$ cat config.mk
export PLATFORM = sky130hd
export DESIGN_NAME = sensor_scan_edge_recorder
export DESIGN_NICKNAME = d
export VERILOG_FILES = /design/src/sv/sser_pkg.sv /design/src/sv/sensor_scan_edge_recorder.sv /design/src/sv/sser_prev_store.sv /design/src/sv/sser_ring.sv
export SDC_FILE = /design/constraint.sdc
export NUM_CORES = 1
export LEC_CHECK = 0
export BUFFER_PORTS_ARGS = -buffer_cell sky130_fd_sc_hd__buf_2
export CAP_MARGIN = 20
export CORE_MARGIN = 1
export CORE_UTILIZATION = 50
export CTS_CLUSTER_SIZE = 16
export DETAILED_ROUTE_END_ITERATION = 6
export PLACE_DENSITY = 0.65
export SYNTH_ARGS = -nofsm -noshare
export SYNTH_HDL_FRONTEND = slang
export SYNTH_SLANG_ARGS = --single-unit
$ cat constraint.sdc
create_clock -name i_clk -period 4.03 [get_ports i_clk]
set_input_delay 0.403 -clock i_clk [delete_from_list [all_inputs] [get_ports i_clk]]
set_output_delay 0.403 -clock i_clk [all_outputs]
set_load 0.01 [all_outputs]
$ cat src/sv/sser_pkg.sv
// Shared constants and types for the sensor scan edge recorder.
// No dependencies; every other file of the block imports this package.
package sser_pkg;

    localparam int SCAN_BYTES_DEF   = 10;
    localparam int RECENT_DEPTH_DEF = 10;

    localparam int BYTE_W    = 8;
    localparam int SENSOR_W  = 7;
    localparam int MODULE_W  = 3;
    localparam int CONTACT_W = 5;
    localparam int SLOT_W    = 4;
    localparam int BIT_IDX_W = 3;
    localparam int MODULE_SIZE = 16;

    localparam int RES_W   = SENSOR_W + MODULE_W + CONTACT_W + SLOT_W;
    localparam int M_DATA_W = ((RES_W + 7) / 8) * 8;

    typedef struct packed {
        logic                valid;
        logic [SENSOR_W-1:0] number;
    } t_ring_push;

    typedef struct packed {
        logic [SLOT_W-1:0]    ring_slot;
        logic [CONTACT_W-1:0] contact_number;
        logic [MODULE_W-1:0]  module_index;
        logic [SENSOR_W-1:0]  sensor_number;
    } t_result;

    // Highest set bit of a byte.
    function automatic logic [BIT_IDX_W-1:0] top_bit(input logic [BYTE_W-1:0] bits);
        logic [BIT_IDX_W-1:0] idx;
        idx = '0;
        for (int k = 0; k < BYTE_W; k++) begin
            if (bits[k]) begin
                idx = BIT_IDX_W'(k);
            end
        end
        return idx;
    endfunction

endpackage

$ cat src/sv/sensor_scan_edge_recorder.sv
// Top level: byte intake, rising-bit emitter and result register.
// Depends on sser_pkg, sser_prev_store and sser_ring.
//
// channel | dir | handshake           | payload
// s       | in  | i_s_tvalid/o_s_tready | tdata[7:0] scan_byte
// m       | out | o_m_tvalid/i_m_tready | tdata: sensor, module, contact, slot; tlast
//
// One result per cycle while the output is not stalled; a byte with k rising bits
// holds the emitter for k results, a byte with none gives no result. Results pass
// the stage-1, emitter and output registers. The emitter and the single-port
// previous-byte memory set the rate. Synchronous reset clears the valid bits of the
// memory at once. A stalled output holds its word while the next byte is fetched.
module sensor_scan_edge_recorder #(
    parameter int SCAN_BYTES   = sser_pkg::SCAN_BYTES_DEF,
    parameter int RECENT_DEPTH = sser_pkg::RECENT_DEPTH_DEF
) (
    input  logic                          i_clk,
    input  logic                          i_rst_n,
    input  logic                          i_s_tvalid,
    output logic                          o_s_tready,
    input  logic [sser_pkg::BYTE_W-1:0]   i_s_tdata,   // [7:0] scan_byte
    output logic                          o_m_tvalid,
    input  logic                          i_m_tready,
    // [6:0] sensor_number, [9:7] module_index, [14:10] contact_number,
    // [18:15] ring_slot, [23:19] zero
    output logic [sser_pkg::M_DATA_W-1:0] o_m_tdata,
    output logic                          o_m_tlast    // last_of_byte
);
    import sser_pkg::*;

    localparam int POS_W = $clog2(SCAN_BYTES);
    localparam int NUM_W = POS_W + BIT_IDX_W;

    logic              s_acc;
    logic              r_s1_valid;
    logic [BYTE_W-1:0] r_s1_byte;
    logic [BYTE_W-1:0] prev;
    logic [POS_W-1:0]  s1_pos;
    logic [BYTE_W-1:0] rising;
    logic              s1_adv;

    logic              r_em_valid;
    logic [BYTE_W-1:0] r_em_bits;
    logic [POS_W-1:0]  r_em_pos;
    logic [BIT_IDX_W-1:0] em_idx;
    logic [BYTE_W-1:0] em_rest;
    logic              em_last;
    logic              em_fire;
    logic              em_free;
    logic              out_free;

    logic [NUM_W+SENSOR_W-1:0] num_ext;
    logic [SENSOR_W-1:0]       num;
    logic [SLOT_W-1:0]         slot;
    t_ring_push                push;

    logic    r_out_valid;
    t_result r_out;
    logic    r_out_last;

    assign out_free   = !r_out_valid || i_m_tready;
    assign em_fire    = r_em_valid && out_free;
    assign em_idx     = top_bit(r_em_bits);
    assign em_rest    = r_em_bits & ~(BYTE_W'(1) << em_idx);
    assign em_last    = (em_rest == '0);
    assign em_free    = !r_em_valid || (em_fire && em_last);
    assign s1_adv     = r_s1_valid && em_free;
    assign o_s_tready = !r_s1_valid || s1_adv;
    assign s_acc      = i_s_tvalid && o_s_tready;
    assign rising     = r_s1_byte & ~prev;

    sser_prev_store #(.SCAN_BYTES(SCAN_BYTES)) u_prev (
        .i_clk   (i_clk),
        .i_rst_n (i_rst_n),
        .i_wr    (s_acc),
        .i_byte  (i_s_tdata),
        .o_prev  (prev),
        .o_pos   (s1_pos)
    );

    // 16*(pos/2) + (odd ? 0 : 8) + bit, i.e. {pos ^ 1, bit}
    assign num_ext = {{SENSOR_W{1'b0}}, r_em_pos ^ POS_W'(1), em_idx};
    assign num     = num_ext[SENSOR_W-1:0];

    assign push.valid  = em_fire;
    assign push.number = num;

    sser_ring #(.RECENT_DEPTH(RECENT_DEPTH)) u_ring (
        .i_clk   (i_clk),
        .i_rst_n (i_rst_n),
        .i_push  (push),
        .o_slot  (slot)
    );

    always_ff @(posedge i_clk) begin
        if (!i_rst_n) begin
            r_s1_valid <= 1'b0;
        end else if (o_s_tready) begin
            r_s1_valid <= i_s_tvalid;
        end
    end

    always_ff @(posedge i_clk) begin
        if (s_acc) begin
            r_s1_byte <= i_s_tdata;
        end
    end

    always_ff @(posedge i_clk) begin
        if (!i_rst_n) begin
            r_em_valid <= 1'b0;
        end else begin
            priority if (s1_adv && rising != '0) begin
                r_em_valid <= 1'b1;
                r_em_bits  <= rising;
                r_em_pos   <= s1_pos;
            end else if (em_fire) begin
                r_em_valid <= !em_last;
                r_em_bits  <= em_rest;
            end else begin
                r_em_valid <= r_em_valid;
            end
        end
    end

    always_ff @(posedge i_clk) begin
        if (!i_rst_n) begin
            r_out_valid <= 1'b0;
        end else if (out_free) begin
            r_out_valid <= em_fire;
        end
    end

    always_ff @(posedge i_clk) begin
        if (em_fire) begin
            r_out.sensor_number  <= num;
            r_out.module_index   <= num[SENSOR_W-1:4];
            r_out.contact_number <= CONTACT_W'(MODULE_SIZE) - {1'b0, num[3:0]};
            r_out.ring_slot      <= slot;
            r_out_last           <= em_last;
        end
    end

    assign o_m_tvalid = r_out_valid;
    assign o_m_tdata  = M_DATA_W'(r_out);
    assign o_m_tlast  = r_out_last;

endmodule

$ cat src/sv/sser_prev_store.sv
// Previous-byte memory with the scan position counter.
// Depends on sser_pkg.
module sser_prev_store #(
    parameter int SCAN_BYTES = sser_pkg::SCAN_BYTES_DEF
) (
    input  logic                       i_clk,
    input  logic                       i_rst_n,
    input  logic                       i_wr,
    input  logic [sser_pkg::BYTE_W-1:0] i_byte,
    output logic [sser_pkg::BYTE_W-1:0] o_prev,
    output logic [$clog2(SCAN_BYTES)-1:0] o_pos
);
    import sser_pkg::*;

    localparam int POS_W = $clog2(SCAN_BYTES);

    logic [BYTE_W-1:0]     r_mem [SCAN_BYTES];
    logic [SCAN_BYTES-1:0] r_vld;
    logic [POS_W-1:0]      r_pos;
    logic [POS_W-1:0]      n_pos;
    logic [POS_W-1:0]      r_rd_pos;
    logic [BYTE_W-1:0]     r_rd_data;
    logic                  r_rd_ok;

    assign n_pos = (r_pos == POS_W'(SCAN_BYTES - 1)) ? '0 : r_pos + 1'b1;

    always_ff @(posedge i_clk) begin
        if (!i_rst_n) begin
            r_pos <= '0;
            r_vld <= '0;
        end else if (i_wr) begin
            r_pos        <= n_pos;
            r_vld[r_pos] <= 1'b1;
        end
    end

    always_ff @(posedge i_clk) begin
        if (i_wr) begin
            r_rd_data    <= r_mem[r_pos];
            r_rd_ok      <= r_vld[r_pos];
            r_rd_pos     <= r_pos;
            r_mem[r_pos] <= i_byte;
        end
    end

    assign o_prev = r_rd_ok ? r_rd_data : '0;
    assign o_pos  = r_rd_pos;

endmodule

$ cat src/sv/sser_ring.sv
// Ring of recent sensor numbers with its write slot and fill flag.
// Depends on sser_pkg.
module sser_ring #(
    parameter int RECENT_DEPTH = sser_pkg::RECENT_DEPTH_DEF
) (
    input  logic                        i_clk,
    input  logic                        i_rst_n,
    input  sser_pkg::t_ring_push        i_push,
    output logic [sser_pkg::SLOT_W-1:0] o_slot
);
    import sser_pkg::*;

    localparam int RS_W = $clog2(RECENT_DEPTH);

    logic [SENSOR_W-1:0] r_mem [RECENT_DEPTH];
    logic [RS_W-1:0]     r_ws;
    logic [RS_W-1:0]     n_ws;
    logic                r_filled;
    logic [RS_W+SLOT_W-1:0] slot_ext;

    assign n_ws     = (r_ws == RS_W'(RECENT_DEPTH - 1)) ? '0 : r_ws + 1'b1;
    assign slot_ext = {{SLOT_W{1'b0}}, n_ws};
    assign o_slot   = slot_ext[SLOT_W-1:0];

    always_ff @(posedge i_clk) begin
        if (!i_rst_n) begin
            r_ws     <= '0;
            r_filled <= 1'b0;
        end else if (i_push.valid) begin
            r_ws <= n_ws;
            if (n_ws == RS_W'(RECENT_DEPTH - 1)) begin
                r_filled <= 1'b1;
            end
        end
    end

    // Slot 0 is written only after the ring has filled.
    always_ff @(posedge i_clk) begin
        if (i_push.valid && (r_filled || n_ws != '0)) begin
            r_mem[n_ws] <= i_push.number;
        end
    end

endmodule

# Word level (Yosys, flattened, before mapping)
# Memory sizes are Yosys's and may differ from the RTL's. A register that Yosys moved wholly into a read port is not among the register bits.
# Cells that the tools add are included.
dict set report word_totals {
  ff_bits 66
  latch_bits 0
  ram_bits 80
  rom_bits 0
  in_bits 12
  wordCells 69
  mem_count 1
}
dict set report classes {
  addsub 3
  n_mul 0
  div 0
  n_lt_le_gt_ge 2
  n_eq_ne 2
  n_shift 1
  mux 20
  bitwise 6
  n_reduce_logical 18
}
# name depth word_bits rd rd_ports_with_merged_regs write_ports line
set memory_table {}
lappend memory_table {u_prev.r_mem 10 8 1 1 1 sser_prev_store.sv:17} ;# logic [BYTE_W-1:0] r_mem [SCAN_BYTES];
# operator count
set ops {}
lappend ops {{two-way mux 8 bit} 3}
lappend ops {{two-way mux 3 bit} 6}
lappend ops {{AND 8 bit} 2}
lappend ops {{NOT 8 bit} 2}
lappend ops {{OR 10 bit} 1}
lappend ops {{adder 4 x 1 -> 4 bit (second input constant)} 2}
lappend ops {{== test 4 bit (second input constant)} 2}
lappend ops {{zero test 8 bit} 1}
lappend ops {{two-way mux 4 bit} 2}
lappend ops {{nonzero test 8 bit} 1}
lappend ops {{left shift 1 x 3 -> 8 bit (first input constant)} 1}
lappend ops {{two-way mux 1 bit} 7}
lappend ops {{logical AND 1 bit} 6}
lappend ops {{< comparator 4 x 5 -> 1 bit (second input constant)} 1}
lappend ops {{subtractor 5 x 4 -> 5 bit (first input constant)} 1}
lappend ops {{binary-select mux 1 bit (select 4 bit)} 1}
lappend ops {{demux 1 bit (select 4 bit)} 1}
lappend ops {{greater-or-equal comparator 4 x 1 -> 1 bit (second input constant)} 1}
lappend ops {{zero test 1 bit} 4}
lappend ops {{AND reduction 2 bit} 2}
lappend ops {{logical OR 1 bit} 3}
lappend ops {{nonzero test 2 bit} 1}
lappend ops {{NOT 1 bit} 1}

# Logic depth before layout (Yosys ltp)
dict set report depth {
  depth_word 18
  mapped_depth 11
}

# Hierarchy
# Synthesis repeated with hierarchy kept, for this count alone.
dict set report unflattened {
  cells_unflattened 400
  area_unflattened_um2 6177.2
}
# module n_inst cells_each area_per_inst_um2 seq_area_each_um2
set modules_own_cells {}
lappend modules_own_cells {sser_prev_store 1 250 4265.3 3072.9}
lappend modules_own_cells {sensor_scan_edge_recorder 1 119 1670.4 1141.1}
lappend modules_own_cells {sser_ring 1 31 241.5 80.1}

# Worst setup path after synthesis
# No wires, ideal clock.
dict set report synth_path {
  path_kind {reg-to-reg}
  from {reg r_em_bits[4]}
  to {mem u_prev.r_mem[8][0] (enable)}
  setup_time_ps 398
  t_arrival_ps 2638
  required_time_ps 3632
  path_slack_ps 994
  path_stages_with_launch 6
  period_less_slack_ps 3036
  path_cell_list {edfxtp_1 or4_4 a2111oi_4 o211a_1 a21oi_2 nor4_1}
}
dict set report synth_via {
  elab_chain_cells 15
}
# element line
set synth_lines {}
lappend synth_lines {{from (decl)} sensor_scan_edge_recorder.sv:43} ;# logic [BYTE_W-1:0] r_em_bits;
lappend synth_lines {{from (signal assigned)} sensor_scan_edge_recorder.sv:115} ;# r_em_bits <= rising;
lappend synth_lines {{from (signal assigned)} sensor_scan_edge_recorder.sv:119} ;# r_em_bits <= em_rest;
lappend synth_lines {{two-way mux 3 bit (4 in a row)} sser_pkg.sv:36} ;# if (bits[k]) begin
lappend synth_lines {{via em_idx[2]} sensor_scan_edge_recorder.sv:45} ;# logic [BIT_IDX_W-1:0] em_idx;
lappend synth_lines {{left shift 1 x 3 -> 8 bit} sensor_scan_edge_recorder.sv:64} ;# assign em_rest = r_em_bits & ~(BYTE_W'(1) << em_idx);
lappend synth_lines {{NOT 8 bit} sensor_scan_edge_recorder.sv:64}
lappend synth_lines {{AND 8 bit} sensor_scan_edge_recorder.sv:64}
lappend synth_lines {{zero test 8 bit} sensor_scan_edge_recorder.sv:65} ;# assign em_last = (em_rest == '0);
lappend synth_lines {{logical AND 1 bit} sensor_scan_edge_recorder.sv:66} ;# assign em_free = !r_em_valid || (em_fire && em_last);
lappend synth_lines {{logical OR 1 bit} sensor_scan_edge_recorder.sv:66}
lappend synth_lines {{logical AND 1 bit} sensor_scan_edge_recorder.sv:67} ;# assign s1_adv = r_s1_valid && em_free;
lappend synth_lines {{logical OR 1 bit} sensor_scan_edge_recorder.sv:68} ;# assign o_s_tready = !r_s1_valid || s1_adv;
lappend synth_lines {{logical AND 1 bit} sensor_scan_edge_recorder.sv:69} ;# assign s_acc = i_s_tvalid && o_s_tready;
lappend synth_lines {{two-way mux 1 bit} sser_prev_store.sv:38} ;# if (i_wr) begin
lappend synth_lines {{two-way mux 1 bit (implied by the code)} sser_prev_store.sv:42} ;# r_mem[r_pos] <= i_byte;
lappend synth_lines {{to (decl)} sser_prev_store.sv:17}
# The timed path passes the listed nets, and every way through them passes these cells.

# Worst setup path in the final report
dict set report layout_path {
  from {reg r_em_bits[3]}
  to {reg u_prev.r_vld[4]}
}
dict set report layout_via {
  elab_chain_cells 14
}
# element line
set layout_lines {}
lappend layout_lines {{two-way mux 3 bit (5 in a row)} sser_pkg.sv:36}
lappend layout_lines {{via em_idx[1]} sensor_scan_edge_recorder.sv:45}
lappend layout_lines {{left shift 1 x 3 -> 8 bit} sensor_scan_edge_recorder.sv:64}
lappend layout_lines {{NOT 8 bit} sensor_scan_edge_recorder.sv:64}
lappend layout_lines {{AND 8 bit} sensor_scan_edge_recorder.sv:64}
lappend layout_lines {{zero test 8 bit} sensor_scan_edge_recorder.sv:65}
lappend layout_lines {{logical AND 1 bit} sensor_scan_edge_recorder.sv:66}
lappend layout_lines {{logical OR 1 bit} sensor_scan_edge_recorder.sv:66}
lappend layout_lines {{logical AND 1 bit} sensor_scan_edge_recorder.sv:67}
lappend layout_lines {{logical OR 1 bit} sensor_scan_edge_recorder.sv:68}
lappend layout_lines {{logical AND 1 bit} sensor_scan_edge_recorder.sv:69}
lappend layout_lines {{via s_acc} sensor_scan_edge_recorder.sv:34} ;# logic s_acc;
lappend layout_lines {{to (signal assigned)} sser_prev_store.sv:30} ;# r_vld <= '0;
lappend layout_lines {{to (signal, indexed assignment)} sser_prev_store.sv:33} ;# r_vld[r_pos] <= 1'b1;
lappend layout_lines {{to (decl)} sser_prev_store.sv:18} ;# logic [SCAN_BYTES-1:0] r_vld;
# The timed path passes the listed nets, and every way through them passes these cells.
# A chain may end at the register's enable or synchronous reset.

==> impl_metrics.py <==
metrics = {
    "clock_tree": {
        "cts_tree": "yes",
        "cts_made_buffers": 17,
        "cts_sinks": 150,
        "clockBufferDepth": 2,
        "htree_levels": 4,
        "root_buffer": "clkbuf_16",
        "hold_buffers": 0,
        "clk_latency_ns": 0.42,
        "path_clk_slew_ns": 0.06,
        "post_cts_resized": 0,
        "post-cts-setup-buffers": 0,
    },
    "place": {
        "dpl.cell_count": 550,
        "portBuffers": 33,
        "dpl.hpwl_um": 7460,
        "placed_cell_area_um2": 6370,
        "gp_congestion": 0.880,
    },
    "floorplanning": {
        "die-width_um": 112,
        "die_h_um": 112,
        "top_level_ports": 39,
        "initial_core_util_pct": 52.3,
        "core_area_um2": 11600,
        "die_area_um2": 12600,
        "core.rowCount": 39,
    },
    "synth": {
        "syn_area_per_cell_um2": 15.6,
        "synth_area_leaders": "edfxtp_1 64%, dfxtp_1 6.9%, mux4_2 6.7%",
        "synth-seq-area-share_pct": 70.7,
        "yosysWarnings": 0,
        "ys.flop_type": "edfxtp_1",
        "syn_inst": 388,
        "ys_seq_elements": 150,
        "synth-edff-count": 129,
        "synth-async-reset-ratio_pct": 0,
        "synth_cell_type_count": 43,
        "yosysTopAreaCellShare_pct": 63.8,
        "syn_area_um2": 6070,
        "yosys.area.top_type": "edfxtp_1",
    },
    "sta": {
        "finalCriticalPeriod_ns": 3.16,
        "relSlewSlack_pct": 32.7,
        "clock_skew_ns": 0.00925,
        "finalSetupViolCount": 0,
        "finalCritPeriodShare_pct": 78.4,
        "rsz0062_at_grt": "false",
        "hold_slack_ns": 0.229,
        "slew_violations": 0,
        "hold_viol_final": 0,
        "setup_tns_ns": 0,
        "tightest_slew_ns": 1.00,
        "fmax_mhz": 316,
    },
    "grt": {
        "grt_overflow": 0,
        "grt_pass1_wl_um": 17900,
        "grt_max_degree": 27,
        "grtUsageTotal_pct": 19.9,
        "antenna_found_initial": 0,
        "grt_pass1_vias": 3265,
    },
    "cells_and_area": {
        "layout-drive-gt1-share_pct": 22.0,
        "final_cell_count_no_fill": 583,
        "areaGrowthSynthToFinish_pct": 15.4,
        "diodes": 0,
        "nets": 440,
        "final_area_um2": 7000,
    },
    "status": {
        "violations": "design-rule violations",
        "outcome": "finished, violations left",
    },
    "min_path": {
        "hold_depth": 3,
        "worstHoldPathType": "in2reg",
    },
    "pwr": {
        "p_leak_nw": 2.42,
        "ir_drop_v": 0.000379,
        "pwr_density_cell_nw_per_um2": 528,
    },
    "run": {
        "drv_cap": 0,
    },
    "routing": {
        "routed_wl_um": 11500,
        "drc_errors": 5,
        "via_count": 3303,
        "drt_iter0_drc": 223,
        "avgViaCountPerCell": 5.67,
        "ant_nets": 0,
        "wl_per_cell_um": 19.8,
        "dr.pass1.iters": 6,
    },
    "setup_path": {
        "cp-end-kind": "flip-flop",
        "arrival_ns": 3.47,
        "worstSetupPathType": "reg2reg",
        "worstPathRequired_ns": 4.34,
        "ff2ff_path_depth": 10,
        "cp_max_fo": 10,
        "start_kind": "flip-flop",
    },
}
[area by class of cell]
cell class              count  area (um2)
flip-flops and latches    150        4300
well taps                 143         179
fillers                   866        4610
repair buffers             41         223
clock buffers              23         478
multi-input cells         199        1610
clock inverters             9         151
inverters                  18        67.6
[layout by cell type (no fill, tap or decap), types with 6 or more instances in the layout]
master	Yosys	final
a211oi_1	8	8
a21oi_1	11	11
and4_1	6	6
buf_2	1	34
buf_4	10	7
clkbuf_16	0	17
dfxtp_1	21	20
edfxtp_1	129	129
inv_1	18	18
mux2i_1	19	19
mux4_2	18	18
nand2_1	26	26
nor2_1	14	14
nor2b_1	13	13
nor3_1	6	6
o21a_1	13	13
o21ai_0	11	11
[critical path: stages (launching register included)]
cell,delay (ns)
edfxtp_1,0.50
nor2_1,0.10
o31ai_1,0.39
nor3_1,0.11
ha_1,0.20
or2b_1,0.26
o211a_1,0.13
a21oi_2,0.46
inv_1,0.28
and4_1,0.39
o21a_1,0.22
[metrics by stage]
stage	setup WS [ns]	utilization (%)	total power [W]
floorplan	0.994	-	0.00198
global placement	1.01	54.8	0.00206
detailed placement	0.898	54.8	0.00207
CTS	0.895	60.3	0.00373
global route	0.644	60.3	0.00380
finish	0.870	60.3	0.00370
[routing by layer]
metal | GRT usage [%] | part of all wire, % | vias up
met5 | 0 | 0 | -
met4 | 10.7 | 2.1 | 0
met3 | 4.59 | 4.9 | 16
met2 | 31.9 | 49 | 107
met1 | 25.6 | 44 | 1625
li1 | - | - | 1555
[path summary, 6_finish.rpt]
kind                              startpoint              end  slack (ns)
worst max-delay path            r_em_bits[3]  u_prev.r_vld[4]        0.87
worst min register to register   r_em_pos[1]     o_m_tdata[7]        0.42
worst min-delay path              i_s_tvalid       r_s1_valid        0.23
worst max register to register  r_em_bits[3]  u_prev.r_vld[4]        0.87
[where the power goes]
part / switching (W) / internal, W
clock: 0.000584 / 0.00108
combinational: 0.000136 / 0.0000966
sequential: 0.0000436 / 0.00176
total: 0.000764 / 0.00294
[cells in the mapped netlist (all sizes together), types with 5 or more instances]
library cell	instances
mux2i	19
nor4	5
o21ai	11
edfxtp	129
inv	18
nor2b	13
buf	13
nand2	26
nor2	14
o21a	13
dfxtp	21
clkbuf	12
a211oi	8
nor3	6
and4	6
mux4	18
nand3	5
a21oi	12
[kinds of logic after synthesis]
group	after synthesis	share of synthesized area (%)
adder cells (fa/ha/maj)	1	0.206
buffers and inverters	43	3.30
XOR/XNOR	4	0.577
AND/OR/NAND/NOR	88	7.58
multiplexers	37	9.81
AO/OA/AOI/OAI	64	7.73
other	1	0.0618
flip-flops	150	70.7
[flip-flops by register name (all words and copies together) (netlist names)]
| register | cells |
|---|---|
| o_m_tdata | 15 |
| u_prev.r_rd_data | 8 |
| u_ring.r_ws | 4 |
| u_prev.r_rd_ok | 1 |
| r_s1_valid | 1 |
| u_prev.o_pos | 4 |
| u_prev.r_vld | 10 |
| o_m_tvalid | 1 |
| o_m_tlast | 1 |
| r_em_valid | 1 |
| r_em_bits | 8 |
| r_s1_byte | 8 |
| u_prev.r_mem | 80 |
| u_prev.r_pos | 4 |
| r_em_pos | 4 |
(Power assumes the default switching activity.)
